$ cat config.mk
export PLATFORM = sky130hd
export DESIGN_NAME = http_request_line_parser
export DESIGN_NICKNAME = d
export VERILOG_FILES = /design/src/hdl/hrlp_pkg.sv /design/src/hdl/hrlp_parse.sv /design/src/hdl/hrlp_oq.sv /design/src/hdl/http_request_line_parser.sv
export SDC_FILE = /design/constraint.sdc
export NUM_CORES = 1
export LEC_CHECK = 0
export BUFFER_PORTS_ARGS = -buffer_cell sky130_fd_sc_hd__buf_2
export CAP_MARGIN = 20
export CORE_MARGIN = 2
export CORE_UTILIZATION = 60
export DETAILED_ROUTE_END_ITERATION = 12
export PLACE_DENSITY = 0.82
export SYNTH_ARGS = -nofsm -noshare
export SYNTH_HDL_FRONTEND = slang
export SYNTH_SLANG_ARGS = --single-unit
export TNS_END_PERCENT = 10
$ cat constraint.sdc
create_clock -name clk -period 8.2 [get_ports clk]
set_input_delay 0.41 -clock clk [delete_from_list [all_inputs] [get_ports clk]]
set_output_delay 0.41 -clock clk [all_outputs]
set_load 0.05 [all_outputs]
$ cat src/hdl/hrlp_pkg.sv
package hrlp_pkg;

  // Characters the parser looks for
  localparam logic [7:0] CH_SPACE = 8'h20;
  localparam logic [7:0] CH_SLASH = 8'h2F;
  localparam logic [7:0] CH_LF    = 8'h0A;
  localparam logic [7:0] CH_CR    = 8'h0D;

  // Limit register reset values
  localparam logic [7:0] METHOD_LIMIT_RST  = 8'd10;
  localparam logic [7:0] PATH_LIMIT_RST    = 8'd255;
  localparam logic [7:0] VERSION_LIMIT_RST = 8'd30;
  localparam logic [7:0] COUNT_MAX         = 8'd255;

  // Configuration register indexes
  localparam int CFG_IDX_W = 2;
  localparam logic [CFG_IDX_W-1:0] CFG_METHOD_LIMIT  = 2'd0;
  localparam logic [CFG_IDX_W-1:0] CFG_PATH_LIMIT    = 2'd1;
  localparam logic [CFG_IDX_W-1:0] CFG_VERSION_LIMIT = 2'd2;

  // Field tags
  localparam logic [1:0] TAG_METHOD  = 2'd0;
  localparam logic [1:0] TAG_PATH    = 2'd1;
  localparam logic [1:0] TAG_VERSION = 2'd2;
  localparam logic [1:0] TAG_AFTER   = 2'd3;

  // Line status codes
  localparam logic [1:0] ST_PROGRESS = 2'd0;
  localparam logic [1:0] ST_FIN_NOW  = 2'd1;
  localparam logic [1:0] ST_INVALID  = 2'd2;
  localparam logic [1:0] ST_FINISHED = 2'd3;

  // Output queue sizing: one byte may cause two results
  localparam int QDEPTH = 3;
  localparam int QCNT_W = $clog2(QDEPTH + 1);

  // Parser phase, one-hot
  typedef enum logic [4:0] {
    PH_METHOD  = 5'b00001,
    PH_PATH    = 5'b00010,
    PH_VERSION = 5'b00100,
    PH_DONE    = 5'b01000,
    PH_INVALID = 5'b10000
  } phase_t;

  // One result item
  typedef struct packed {
    logic [7:0] data;
    logic       byte_valid;
    logic [1:0] field_tag;
    logic [1:0] status;
    logic       last;
  } result_t;

  // Results caused by one accepted byte
  typedef struct packed {
    result_t first;
    result_t second;
    logic    two;
  } result_pair_t;

endpackage

$ cat src/hdl/hrlp_parse.sv
module hrlp_parse
  import hrlp_pkg::*;
(
  input  logic                 clk,
  input  logic                 rst_n,
  input  logic                 cfg_we,
  input  logic [CFG_IDX_W-1:0] cfg_index,
  input  logic [7:0]           cfg_data,
  input  logic                 accept,
  input  logic [7:0]           data_byte,
  output result_pair_t         res
);

  logic [7:0] method_limit_r, path_limit_r, version_limit_r;
  phase_t     phase_r, phase_nxt;
  logic [7:0] field_count_r, field_count_nxt;
  logic       cr_pending_r, cr_pending_nxt;

  logic [7:0] count_inc;
  logic [7:0] limit_sel;
  logic       limit_hit;
  result_t    r_bad, r_tail;

  // Limit registers
  always_ff @(posedge clk) begin
    if (!rst_n) begin
      method_limit_r  <= METHOD_LIMIT_RST;
      path_limit_r    <= PATH_LIMIT_RST;
      version_limit_r <= VERSION_LIMIT_RST;
    end else if (cfg_we) begin
      case (cfg_index)
        CFG_METHOD_LIMIT:  method_limit_r  <= cfg_data;
        CFG_PATH_LIMIT:    path_limit_r    <= cfg_data;
        CFG_VERSION_LIMIT: version_limit_r <= cfg_data;
        default: ;
      endcase
    end
  end

  // Saturating field length and limit check for the current field
  always_comb begin
    count_inc = (field_count_r < COUNT_MAX) ? field_count_r + 8'd1 : field_count_r;
    case (phase_r)
      PH_METHOD: limit_sel = method_limit_r;
      PH_PATH:   limit_sel = path_limit_r;
      default:   limit_sel = version_limit_r;
    endcase
    limit_hit = (count_inc >= limit_sel);
  end

  // Classify the byte and build its results
  always_comb begin
    r_bad  = '{data: data_byte, byte_valid: 1'b0, field_tag: TAG_METHOD,
               status: ST_INVALID, last: 1'b1};
    r_tail = '{data: data_byte, byte_valid: 1'b1, field_tag: TAG_VERSION,
               status: ST_PROGRESS, last: 1'b1};
    phase_nxt       = phase_r;
    field_count_nxt = field_count_r;
    cr_pending_nxt  = cr_pending_r;
    res.first       = r_bad;
    res.second      = r_bad;
    res.two         = 1'b0;

    case (phase_r)
      PH_METHOD: begin
        if (data_byte == CH_SPACE) begin
          phase_nxt       = PH_PATH;
          field_count_nxt = '0;
          res.first       = '{data: data_byte, byte_valid: 1'b0, field_tag: TAG_METHOD,
                              status: ST_PROGRESS, last: 1'b1};
        end else if (limit_hit) begin
          phase_nxt      = PH_INVALID;
          cr_pending_nxt = 1'b0;
        end else begin
          field_count_nxt = count_inc;
          res.first       = '{data: data_byte, byte_valid: 1'b1, field_tag: TAG_METHOD,
                              status: ST_PROGRESS, last: 1'b1};
        end
      end

      PH_PATH: begin
        if (field_count_r == 8'd0 && data_byte != CH_SLASH) begin
          phase_nxt      = PH_INVALID;
          cr_pending_nxt = 1'b0;
        end else if (data_byte == CH_SPACE) begin
          phase_nxt       = PH_VERSION;
          field_count_nxt = '0;
          cr_pending_nxt  = 1'b0;
          res.first       = '{data: data_byte, byte_valid: 1'b0, field_tag: TAG_PATH,
                              status: ST_PROGRESS, last: 1'b1};
        end else if (limit_hit) begin
          phase_nxt      = PH_INVALID;
          cr_pending_nxt = 1'b0;
        end else begin
          field_count_nxt = count_inc;
          res.first       = '{data: data_byte, byte_valid: 1'b1, field_tag: TAG_PATH,
                              status: ST_PROGRESS, last: 1'b1};
        end
      end

      PH_VERSION: begin
        if (data_byte == CH_LF) begin
          phase_nxt      = PH_DONE;
          cr_pending_nxt = 1'b0;
          res.first      = '{data: data_byte, byte_valid: 1'b0, field_tag: TAG_VERSION,
                             status: ST_FIN_NOW, last: 1'b1};
        end else if (limit_hit) begin
          phase_nxt      = PH_INVALID;
          cr_pending_nxt = 1'b0;
        end else begin
          field_count_nxt = count_inc;
          // hold a CR back until the next byte shows whether LF follows
          if (data_byte == CH_CR) begin
            cr_pending_nxt    = 1'b1;
            r_tail.byte_valid = 1'b0;
          end else begin
            cr_pending_nxt = 1'b0;
          end
          if (cr_pending_r) begin
            res.first  = '{data: CH_CR, byte_valid: 1'b1, field_tag: TAG_VERSION,
                           status: ST_PROGRESS, last: 1'b0};
            res.second = r_tail;
            res.two    = 1'b1;
          end else begin
            res.first = r_tail;
          end
        end
      end

      PH_DONE: begin
        res.first = '{data: data_byte, byte_valid: 1'b1, field_tag: TAG_AFTER,
                      status: ST_FINISHED, last: 1'b1};
      end

      default: begin
        phase_nxt      = PH_INVALID;
        cr_pending_nxt = 1'b0;
      end
    endcase
  end

  // Advance parser state on each transfer
  always_ff @(posedge clk) begin
    if (!rst_n) begin
      phase_r       <= PH_METHOD;
      field_count_r <= '0;
      cr_pending_r  <= 1'b0;
    end else if (accept) begin
      phase_r       <= phase_nxt;
      field_count_r <= field_count_nxt;
      cr_pending_r  <= cr_pending_nxt;
    end
  end

endmodule

$ cat src/hdl/hrlp_oq.sv
module hrlp_oq
  import hrlp_pkg::*;
(
  input  logic         clk,
  input  logic         rst_n,
  input  logic         push,
  input  result_pair_t res,
  output logic         full,
  output logic         head_valid,
  input  logic         head_stall,
  output result_t      head
);

  result_t           q_r   [QDEPTH];
  result_t           q_nxt [QDEPTH];
  logic [QCNT_W-1:0] cnt_r, cnt_nxt, cnt_pop;
  logic              pop;

  assign head_valid = (cnt_r != '0);
  assign pop        = head_valid && !head_stall;
  // Take a byte only while there is room for two results
  assign full       = (cnt_r >= QCNT_W'(QDEPTH - 1));
  assign head       = q_r[0];

  // Shift out the head, then append the new results behind what is left
  always_comb begin
    cnt_pop = cnt_r - QCNT_W'(pop);
    q_nxt   = q_r;
    if (pop) begin
      for (int i = 0; i < QDEPTH - 1; i++) q_nxt[i] = q_r[i+1];
    end
    for (int i = 0; i < QDEPTH; i++) begin
      if (push && QCNT_W'(i) == cnt_pop)
        q_nxt[i] = res.first;
      else if (push && res.two && QCNT_W'(i) == cnt_pop + QCNT_W'(1))
        q_nxt[i] = res.second;
    end
    cnt_nxt = cnt_pop + QCNT_W'(push) + QCNT_W'(push && res.two);
  end

  // Count of held results
  always_ff @(posedge clk) begin
    if (!rst_n) cnt_r <= '0;
    else        cnt_r <= cnt_nxt;
  end

  // Result slots
  always_ff @(posedge clk) begin
    for (int i = 0; i < QDEPTH; i++) q_r[i] <= q_nxt[i];
  end

endmodule

$ cat src/hdl/http_request_line_parser.sv
// Channel   Handshake                Payload
// in_       in_valid / in_stall      in_data_byte
// out_      out_valid / out_stall    out_byte, out_byte_valid, out_field_tag,
//                                    out_status, out_last
// cfg_      cfg_we                   cfg_index, cfg_data
//
// One byte is taken per cycle while in_stall is low, and its results are
// registered into a three-slot output queue behind any results it holds.
// A held CR followed by another version byte yields two results; the queue
// drains one per cycle unless out_stall; in_stall rises while two slots hold.
// rst_n is synchronous: limits return to 10/255/30 and parsing restarts.
module http_request_line_parser
  import hrlp_pkg::*;
(
  input  logic                 clk,
  input  logic                 rst_n,
  input  logic                 in_valid,
  output logic                 in_stall,
  input  logic [7:0]           in_data_byte,
  output logic                 out_valid,
  input  logic                 out_stall,
  output logic [7:0]           out_byte,
  output logic                 out_byte_valid,
  output logic [1:0]           out_field_tag,
  output logic [1:0]           out_status,
  output logic                 out_last,
  input  logic                 cfg_we,
  input  logic [CFG_IDX_W-1:0] cfg_index,
  input  logic [7:0]           cfg_data
);

  logic         accept;
  result_pair_t res;
  result_t      head;

  assign accept = in_valid && !in_stall;

  // Byte classifier and line state
  hrlp_parse u_parse (
    .clk       (clk),
    .rst_n     (rst_n),
    .cfg_we    (cfg_we),
    .cfg_index (cfg_index),
    .cfg_data  (cfg_data),
    .accept    (accept),
    .data_byte (in_data_byte),
    .res       (res)
  );

  // Result register queue
  hrlp_oq u_oq (
    .clk        (clk),
    .rst_n      (rst_n),
    .push       (accept),
    .res        (res),
    .full       (in_stall),
    .head_valid (out_valid),
    .head_stall (out_stall),
    .head       (head)
  );

  assign out_byte       = head.data;
  assign out_byte_valid = head.byte_valid;
  assign out_field_tag  = head.field_tag;
  assign out_status     = head.status;
  assign out_last       = head.last;

endmodule

==> metrics.md, run 1 <==
| Metric | Value |
|---|---|
| WP data arrival | `4.65 ns` |
| Synth unique cells | `61` |
| Largest cells by area after synthesis | `edfxtp_1, dfxtp_1, mux2i_1` |
| Initial core utilization | `62.91%` |
| CP endpoint | `u_oq.head[3]` |
| DR iter-0 viols | `381` |
| Critical path's largest stage delay | `0.80 ns` |
| CTS tree | `done` |
| Pwr dens | `333.1 mW/mm2` |
| MaxCap Viol Count | `0` |
| CP Capture Type | `flop` |
| Critical path class | `flop to flop` |
| Clk slew on worst S/H paths | `0.09 ns` |
| Post-synth top cells | `nand2_1, edfxtp_1, dfxtp_1` |
| Via Count | `3,460` |
| Status | `finished, final reports clean` |
| Slowest stage cell, crit path | `nor4_2` |
| Routed vias/inst | `6.168` |
| RePlAce Congestion | `0.9313` |
| WL/cell | `16.71 um` |
| Fill cells | `562` |
| Worst hold path class | `primary input to flop` |
| Die area | `0.007898 mm2` |
| RR Startpoint | `u_parse.field_count_r[0]` |
| Synthesized area per cell | `9.844 um2` |
| FP Rows | `30` |
| Fin Setup TNS | `0 ns` |
| Pleak | `1.828 nW` |
| Delay-heaviest family, CP | `simple AND/OR/NAND/NOR gates` |
| Setup crit start kind | `flop` |
| CP startpoint | `u_parse.field_count_r[0]` |
| RSZ-0062 raised after global routing | `no` |
| Share of cells above drive strength 1 | `14.84%` |
| Top-area cell type share of the netlist area | `29.18%` |
| Antenna violations before repair | `0` |
| # diodes | `0` |
| Largest area contributor in the netlist | `edfxtp_1` |
| Hold wc startpoint | `cfg_data[2]` |
| Buf+Inv Stages, Crit Path | `0` |
| Period minus WS final | `4.642 ns` |
| Mapped Area | `0.004322 mm2` |
| Placed Area | `0.004479 mm2` |
| Clk_lat worst skew | `0.37 ns` |
| Die height | `88.87 um` |
| Tightest Pin Transition | `0.8620 ns` |
| Fin nets | `495` |
| Worst EP required | `8.21 ns` |
| Tot Pwr | `1.557 mW` |
| Asr flop ratio synth | `0%` |
| # resized after CTS | `0` |
| Setup Buffers After CTS | `0` |
| IO Count | `39` |
| Count leader, synth | `nand2_1` |
| Fmax | `215.4 MHz` |
| Seq cells post-synth | `82` |
| Final-report hold violation count | `0` |
| Die X | `88.87 um` |
| Clock sink total | `82` |
| CP cell instances | `ha_1 > and3_1 > and2_1 > nand4_1 > mux2_2 > ha_1 > and3_1 > o21ai_0 > a31oi_1 > nor4_2 > nor2_1 > nand2_1` |
| Syn_nets | `474` |
| # setup viols final | `0` |
| ANT nets after route | `0` |
| Number of synthesized flops with an enable pin | `42` |
| Top FF cell, synth | `edfxtp_1` |
| Cts-stage hold buffer count | `0` |
| DPL Wire Length | `6690 um` |
| DRC | `0` |
| DRT Pass-1 Iters | `5` |
| Global-route wire length before repair | `14,780 um` |
| Port Buffers | `38` |
| Mapped Cells | `439` |
| Slew margin rel. | `42.05%` |
| Clk buf depth | `2` |
| CTS root buffer | `clkbuf_8` |
| Pin count of the biggest net entering global routing | `35` |
| Total congestion overflow | `0` |
| Peak VDD IR | `0.2722 mV` |
| Number of global-route vias before repair | `3,110` |
| RR Endpoint | `u_oq.head[3]` |
| Reg2Reg Depth | `12` |
| Sequential area share after synthesis | `47.71%` |
| Period utilization | `56.61%` |
| Final Cell Area | `0.004676 mm2` |
| CORE AREA | `0.006869 mm2` |
| Slew Viols, Final | `0` |
| CP Depth | `12` |
| Final Routed Wirelength | `9376 um` |
| GRT Overall Usage | `24.55%` |
| Cts bufs inserted | `9` |
| P&R area growth vs syn | `8.193%` |
| Largest fanout on the critical path | `14` |
| Skew final | `0.008630 ns` |
| Synth warn | `0` |
| R2r setup slk | `3.56 ns` |
| Clock H-tree levels | `3` |
==> cells by family after synthesis <==
logic type / after synthesis / synth area share [%]
and+or+nand+nor: 172 / 20.96
AOI/OAI and AO/OA: 105 / 16.76
DFF: 82 / 47.71
buffers and inverters: 40 / 4.574
muxes: 21 / 4.922
adders and majority gates: 12 / 3.648
xor gates and xnor gates: 7 / 1.419
==> state kept, by name, summed over array words and instances, names as in the netlist, 2 cells and up <==
name / cells
u_parse.path_limit_r: 8
u_parse.phase_r: 5
u_oq.cnt_r: 2
u_oq.q_r: 28
u_parse.version_limit_r: 8
u_oq.head: 14
u_parse.method_limit_r: 8
u_parse.field_count_r: 8
==> worst register-to-register path, stage by stage, from the launching register on <==
cell	delay, ns
dfxtp_1	0.40
ha_1	0.22
and3_1	0.24
and2_1	0.20
nand4_1	0.33
mux2_2	0.41
ha_1	0.30
and3_1	0.16
o21ai_0	0.20
a31oi_1	0.30
nor4_2	0.80
nor2_1	0.25
nand2_1	0.46
==> cell type report <==
cell class              instances  area (um2)  area share, %
flip-flops and latches         82        2062          44.10
clock inverters                 7       65.06          1.391
multi-input cells             317        2062          44.10
repair buffers                 40       205.2          4.389
well taps                      96       120.1          2.569
inverters                      10       37.54         0.8028
clock buffers                   9       123.9          2.649
==> worst min path at each step <==
stage,to,slack [ns],cells after the start
2_1_floorplan,u_parse.path_limit_r[1],0.44,2
3_3_place_gp,u_parse.path_limit_r[0],0.45,2
3_5_place_dp,u_parse.path_limit_r[5],0.46,2
4_1_cts,u_parse.path_limit_r[5],0.29,3
5_1_grt,u_parse.version_limit_r[3],0.30,3
6_report,u_parse.path_limit_r[2],0.28,3
==> placed cells by master, fill, tap and decap left out, drive strengths merged, types with 5 or more instances in the layout <==
| master | count |
|---|---|
| clkbuf | 9 |
| inv | 11 |
| nand3 | 23 |
| o21ai | 22 |
| and3 | 7 |
| a21oi | 26 |
| o22ai | 5 |
| nand2 | 48 |
| nor3 | 8 |
| nand4 | 5 |
| dfxtp | 40 |
| a31oi | 5 |
| ha | 11 |
| buf | 40 |
| a22o | 15 |
| nor2b | 21 |
| nand3b | 5 |
| mux2i | 19 |
| and2 | 5 |
| nor2 | 24 |
| edfxtp | 42 |
==> routing by layer <==
| metal | part of all wire [%] | vias to the layer above | global-route usage, % | routed length, um |
|---|---|---|---|---|
| li1 | - | 1662 | - | - |
| met1 | 45 | 1592 | 34.76 | 4225 |
| met2 | 45 | 181 | 37.04 | 4215 |
| met3 | 7.7 | 25 | 5.504 | 724 |
| met4 | 2.2 | 0 | 8.953 | 210 |
| met5 | 0 | - | 0 | 0 |
==> through the flow <==
stage / std cells / utilization, % / setup WS [ns] / hold slack (ns)
after global placement: 544 / 65.21 / 3.966 / 0.4519
after floorplan: 439 / - / 4.123 / 0.4412
after CTS: 560 / 67.96 / 3.675 / 0.2851
after detailed placement: 544 / 65.21 / 3.705 / 0.4576
after global routing: 561 / 68.07 / 3.213 / 0.3004
final: 561 / 68.07 / 3.558 / 0.2814
==> report_power, final <==
group | internal [mW] | switching (mW)
Combinational | 0.208 | 0.479
Clock | 0.114 | 0.162
Sequential | 0.562 | 0.0313
Power figures use the tool's default switching activity.
==> run 2: changes to the inputs <==
--- a/config.mk
+++ b/config.mk
@@ -5,6 +5,7 @@
 export SDC_FILE = /design/constraint.sdc
 export NUM_CORES = 1
 export LEC_CHECK = 0
+export ABC_AREA = 1
 export BUFFER_PORTS_ARGS = -buffer_cell sky130_fd_sc_hd__buf_2
 export CAP_MARGIN = 20
 export CORE_MARGIN = 2
==> constraint.sdc (replaced) <==
create_clock -name clk -period 4.6 [get_ports clk]
set_input_delay 0.23 -clock clk [delete_from_list [all_inputs] [get_ports clk]]
set_output_delay 0.23 -clock clk [all_outputs]
set_load 0.05 [all_outputs]
==> run 2 against run 1 <==
  * Total power increased by 100%
  * Hold slack got worse by 0.17 ns
  * Flip-flop and latch count unchanged
  * Combinational power rose by 110%
  * Register-to-register slack worse by 3.0 ns
  * Clock skew rose by 0.0088 ns
==> metrics.md, run 2 <==
| Metric | Value |
|---|---|
| Pwr dens | `614.2 mW/mm2 (+84%)` |
| Critical path class | `flop to flop` |
| Peak VDD IR | `0.2360 mV (-13%)` |
| # diodes | `0 (unchanged)` |
| Share of cells above drive strength 1 | `14.44% (-0.40 points)` |
| Worst hold path class | `primary input to flop` |
| Top FF cell, synth | `edfxtp_1` |
| Mapped Area | `0.004678 mm2 (+8.3%)` |
| WL/cell | `14.13 um (-15%)` |
| RR Startpoint | `u_parse.phase_r[4]` |
| Die X | `92.30 um (+3.9%)` |
| Cts-stage hold buffer count | `0 (unchanged)` |
| Post-synth top cells | `nand2_1, inv_1, nand3_1` |
| Syn_nets | `647 (+36%)` |
| Clock H-tree levels | `3 (unchanged)` |
| Die height | `92.30 um (+3.9%)` |
| CP startpoint | `u_parse.phase_r[4]` |
| # resized after CTS | `0 (unchanged)` |
| Clock sink total | `82 (unchanged)` |
| Final Routed Wirelength | `10,540 um (+12%)` |
| Clk_lat worst skew | `0.36 ns (about the same)` |
| Tightest Pin Transition | `0.8136 ns (-0.04839 ns)` |
| Synth warn | `0 (unchanged)` |
| Synth Area in Simple Gates | `31.35% (+10 points)` |
| CP Capture Type | `flop` |
| Pleak | `2.379 nW (+30%)` |
| CTS root buffer | `clkbuf_8` |
| CTS tree | `done` |
| Largest fanout on the critical path | `18 (+4)` |
| Seq cells post-synth | `82 (unchanged)` |
| DPL Wire Length | `7698 um (+15%)` |
| Delay-heaviest family, CP | `simple AND/OR/NAND/NOR gates` |
| DR iter-0 viols | `332 (-13%)` |
| Port Buffers | `38 (unchanged)` |
| Slowest stage cell, crit path | `nand2_1` |
| Period minus WS final | `4.091 ns (-0.5514 ns)` |
| Buf+Inv Stages, Crit Path | `3 (+3)` |
| MaxCap Viol Count | `0 (unchanged)` |
| CP endpoint | `u_oq.q_r[14]` |
| Synthesized area per cell | `7.644 um2 (-22%)` |
| Sw frac | `45.06% (+1.8 points)` |
| Number of synthesized flops with an enable pin | `42 (unchanged)` |
| P&R area growth vs syn | `8.719%` |
| # setup viols final | `0 (unchanged)` |
| Clk buf depth | `2 (unchanged)` |
| Final-report hold violation count | `0 (unchanged)` |
| Commonest non-fill, non-tap cell in the layout | `nand2_1` |
| Asr flop ratio synth | `0% (unchanged)` |
| Count leader, synth | `nand2_1` |
| Total congestion overflow | `0 (unchanged)` |
| CP cell instances | `inv_2 > nand2_1 > nor3_4 > inv_1 > nand2_1 > nor2_1 > a221oi_1 > ha_1 > nand2_1 > a21oi_1 > nor2_4 > nand2_2 > nor2_2 > nand3_2 > nand2_1 > inv_1 > nand2_1` |
| Most used cell, CP | `nand2_1` |
| Routed vias/inst | `5.550 (-10%)` |
| Initial core utilization | `61.17% (-1.7 points)` |
| Int Power | `1.716 mW (+94%)` |
| RePlAce Congestion | `0.8797 (-5.5%)` |
| RSZ-0062 raised after global routing | `no` |
| Clk slew on worst S/H paths | `0.09 ns (about the same)` |
| FP Rows | `32 (+6.7%)` |
| Post-synthesis share of cell area spent on xor and xnor gates | `0.9361% (-0.48 points)` |
| Hold Path Depth | `3 (unchanged)` |
| Reg2Reg Depth | `17 (+5)` |
| Most frequent cells in the layout | `nand2_1, inv_1, nand3_1, nor2_1, edfxtp_1` |
| CP Depth | `17 (+5)` |
| Cts bufs inserted | `9 (unchanged)` |
| Die area | `0.008519 mm2 (+7.9%)` |
| WHS | `0.1067 ns (-0.1747 ns)` |
| Fmax | `244.5 MHz (+13%)` |
| Clock power share | `18.4% (+0.6 points)` |
| ANT nets after route | `0 (unchanged)` |
| Synth unique cells | `38 (-38%)` |
| Mapped Cells | `612 (+39%)` |
| Power share of the sequential group | `34.6% (-3.5 points)` |
| Max FFs per register | `28 (unchanged)` |
| WP data arrival | `4.09 ns (-0.56 ns)` |
| Slew margin rel. | `45.34% (+3.3 points)` |
| Sequential area share after synthesis | `44.08% (-3.6 points)` |
| Main combinational cell family by area after synthesis | `simple AND/OR/NAND/NOR gates` |
| Synth Area in Adders | `3.370% (-0.28 points)` |
| Fin Setup TNS | `0 ns (unchanged)` |
| Largest area contributor in the netlist | `edfxtp_1` |
| Skew final | `0.01746 ns (+0.008829 ns)` |
| Compound-gate portion of the synthesized area | `9.922% (-6.8 points)` |
| Number of global-route vias before repair | `3,994 (+28%)` |
| DRC | `0 (unchanged)` |
| RR Endpoint | `u_oq.q_r[14]` |
| Largest Register | `u_oq.q_r` |
| Global-route wire length before repair | `17,910 um (+21%)` |
| Pin count of the biggest net entering global routing | `36 (+2.9%)` |
| DRT Pass-1 Iters | `5 (unchanged)` |
| Comb power frac | `47.0% (+2.8 points)` |
| Via Count | `4,140 (+20%)` |
| GRT Overall Usage | `26.43% (+1.9 points)` |
| Slew Viols, Final | `0 (unchanged)` |
| Top-area cell type share of the netlist area | `26.96% (-2.2 points)` |
| Setup crit start kind | `flop` |
| Critical path's largest stage delay | `0.47 ns (-0.33 ns)` |
| Largest cells by area after synthesis | `edfxtp_1, dfxtp_1, nand2_1` |
| Setup Buffers After CTS | `0 (unchanged)` |
| Antenna violations before repair | `0 (unchanged)` |
| IO Count | `39 (unchanged)` |
| Worst EP required | `4.60 ns (-3.61 ns)` |
| R2r setup slk | `0.51 ns (-3.05 ns)` |
| CORE AREA | `0.007647 mm2 (+11%)` |
| Post-synthesis mux area share | `0% (-4.9 points)` |
| Fin nets | `674 (+36%)` |
| Psw | `1.408 mW (+110%)` |
| Status | `finished, final reports clean` |
| Period utilization | `88.93% (+32 points)` |
==> run 2: cell count changes in the layout (fill, tap and decap cells not counted), sizes merged, moves of 18 or more <==
cell	before	now
nand2	48	176
nand3	23	62
nor2b	21	0
nor2	24	67
mux2i	19	0
inv	11	84
o21ai	22	40
==> run 2: cell families after synthesis <==
family                   Yosys count
XOR/XNOR                           5
adder cells (fa/ha/maj)           12
AND/OR/NAND/NOR                  320
flip-flops                        82
AO/OA/AOI/OAI                     81
buffers and inverters            112
==> run 2: cell type report <==
class | count | area [um2]
clock buffers | 9 | 123.9
clock inverters | 7 | 93.84
fillers | 649 | 2561
inverters | 85 | 319.1
multi-input cells | 418 | 2132
flip-flops and latches | 82 | 2062
well taps | 102 | 127.6
repair buffers | 43 | 227.7
==> run 2: metrics by stage <==
stage                     area [um2]  worst slack (ns)  utilization (%)  total power [mW]  cells
after floorplan                 4678             1.005                -             2.284    612
after global placement          4868            0.8090            63.66             2.487    730
after detailed placement        4868            0.6447            63.66             2.548    730
after CTS                       5086            0.5246            66.51             3.122    746
after global routing            5086            0.1070            66.51             3.330    746
final                           5086            0.5093            66.51             3.124    746
==> run 2: power by group through the flow <==
stage                     registers (mW)  clock network (mW)  logic (mW)
after floorplan                     1.11                   0        1.18
after global placement              1.09                   0        1.40
after detailed placement            1.10                   0        1.45
after CTS                           1.08               0.578        1.46
after global routing                1.10               0.607        1.62
final                               1.08               0.574        1.47
==> run 2: metal layers <==
metal  share of wire [%]  wire, um  up-vias  global-route usage [%]
met5                   0         0        -                       0
met4                 2.1       221        0                   11.82
met3                 6.7       708       25                   6.428
met2                  50      5285      178                   45.62
met1                  41      4327     1905                   31.18
li1                    -         -     2032                       -
==> run 2: worst reg2reg max path, delay by kind of cell, from the launching register on <==
family	cells	cell delay (ns)
AOI/OAI and AO/OA	2	0.40
buffers and inverters	3	0.30
adders and majority gates	1	0.30
and+or+nand+nor	11	2.38
DFF	1	0.34
==> run 2: how the worst min path moves through the flow <==
| stage | startpoint | endpoint | slack (ns) |
|---|---|---|---|
| after detailed placement | u_parse.path_limit_r[2] | u_parse.path_limit_r[2] | 0.45 |
| after CTS | cfg_data[3] | u_parse.version_limit_r[3] | 0.1 |
| after global placement | u_parse.path_limit_r[2] | u_parse.path_limit_r[2] | 0.44 |
| after floorplan | cfg_data[1] | u_parse.version_limit_r[1] | 0.34 |
| final | cfg_data[3] | u_parse.version_limit_r[3] | 0.11 |
| after global routing | cfg_data[4] | u_parse.version_limit_r[4] | 0.10 |
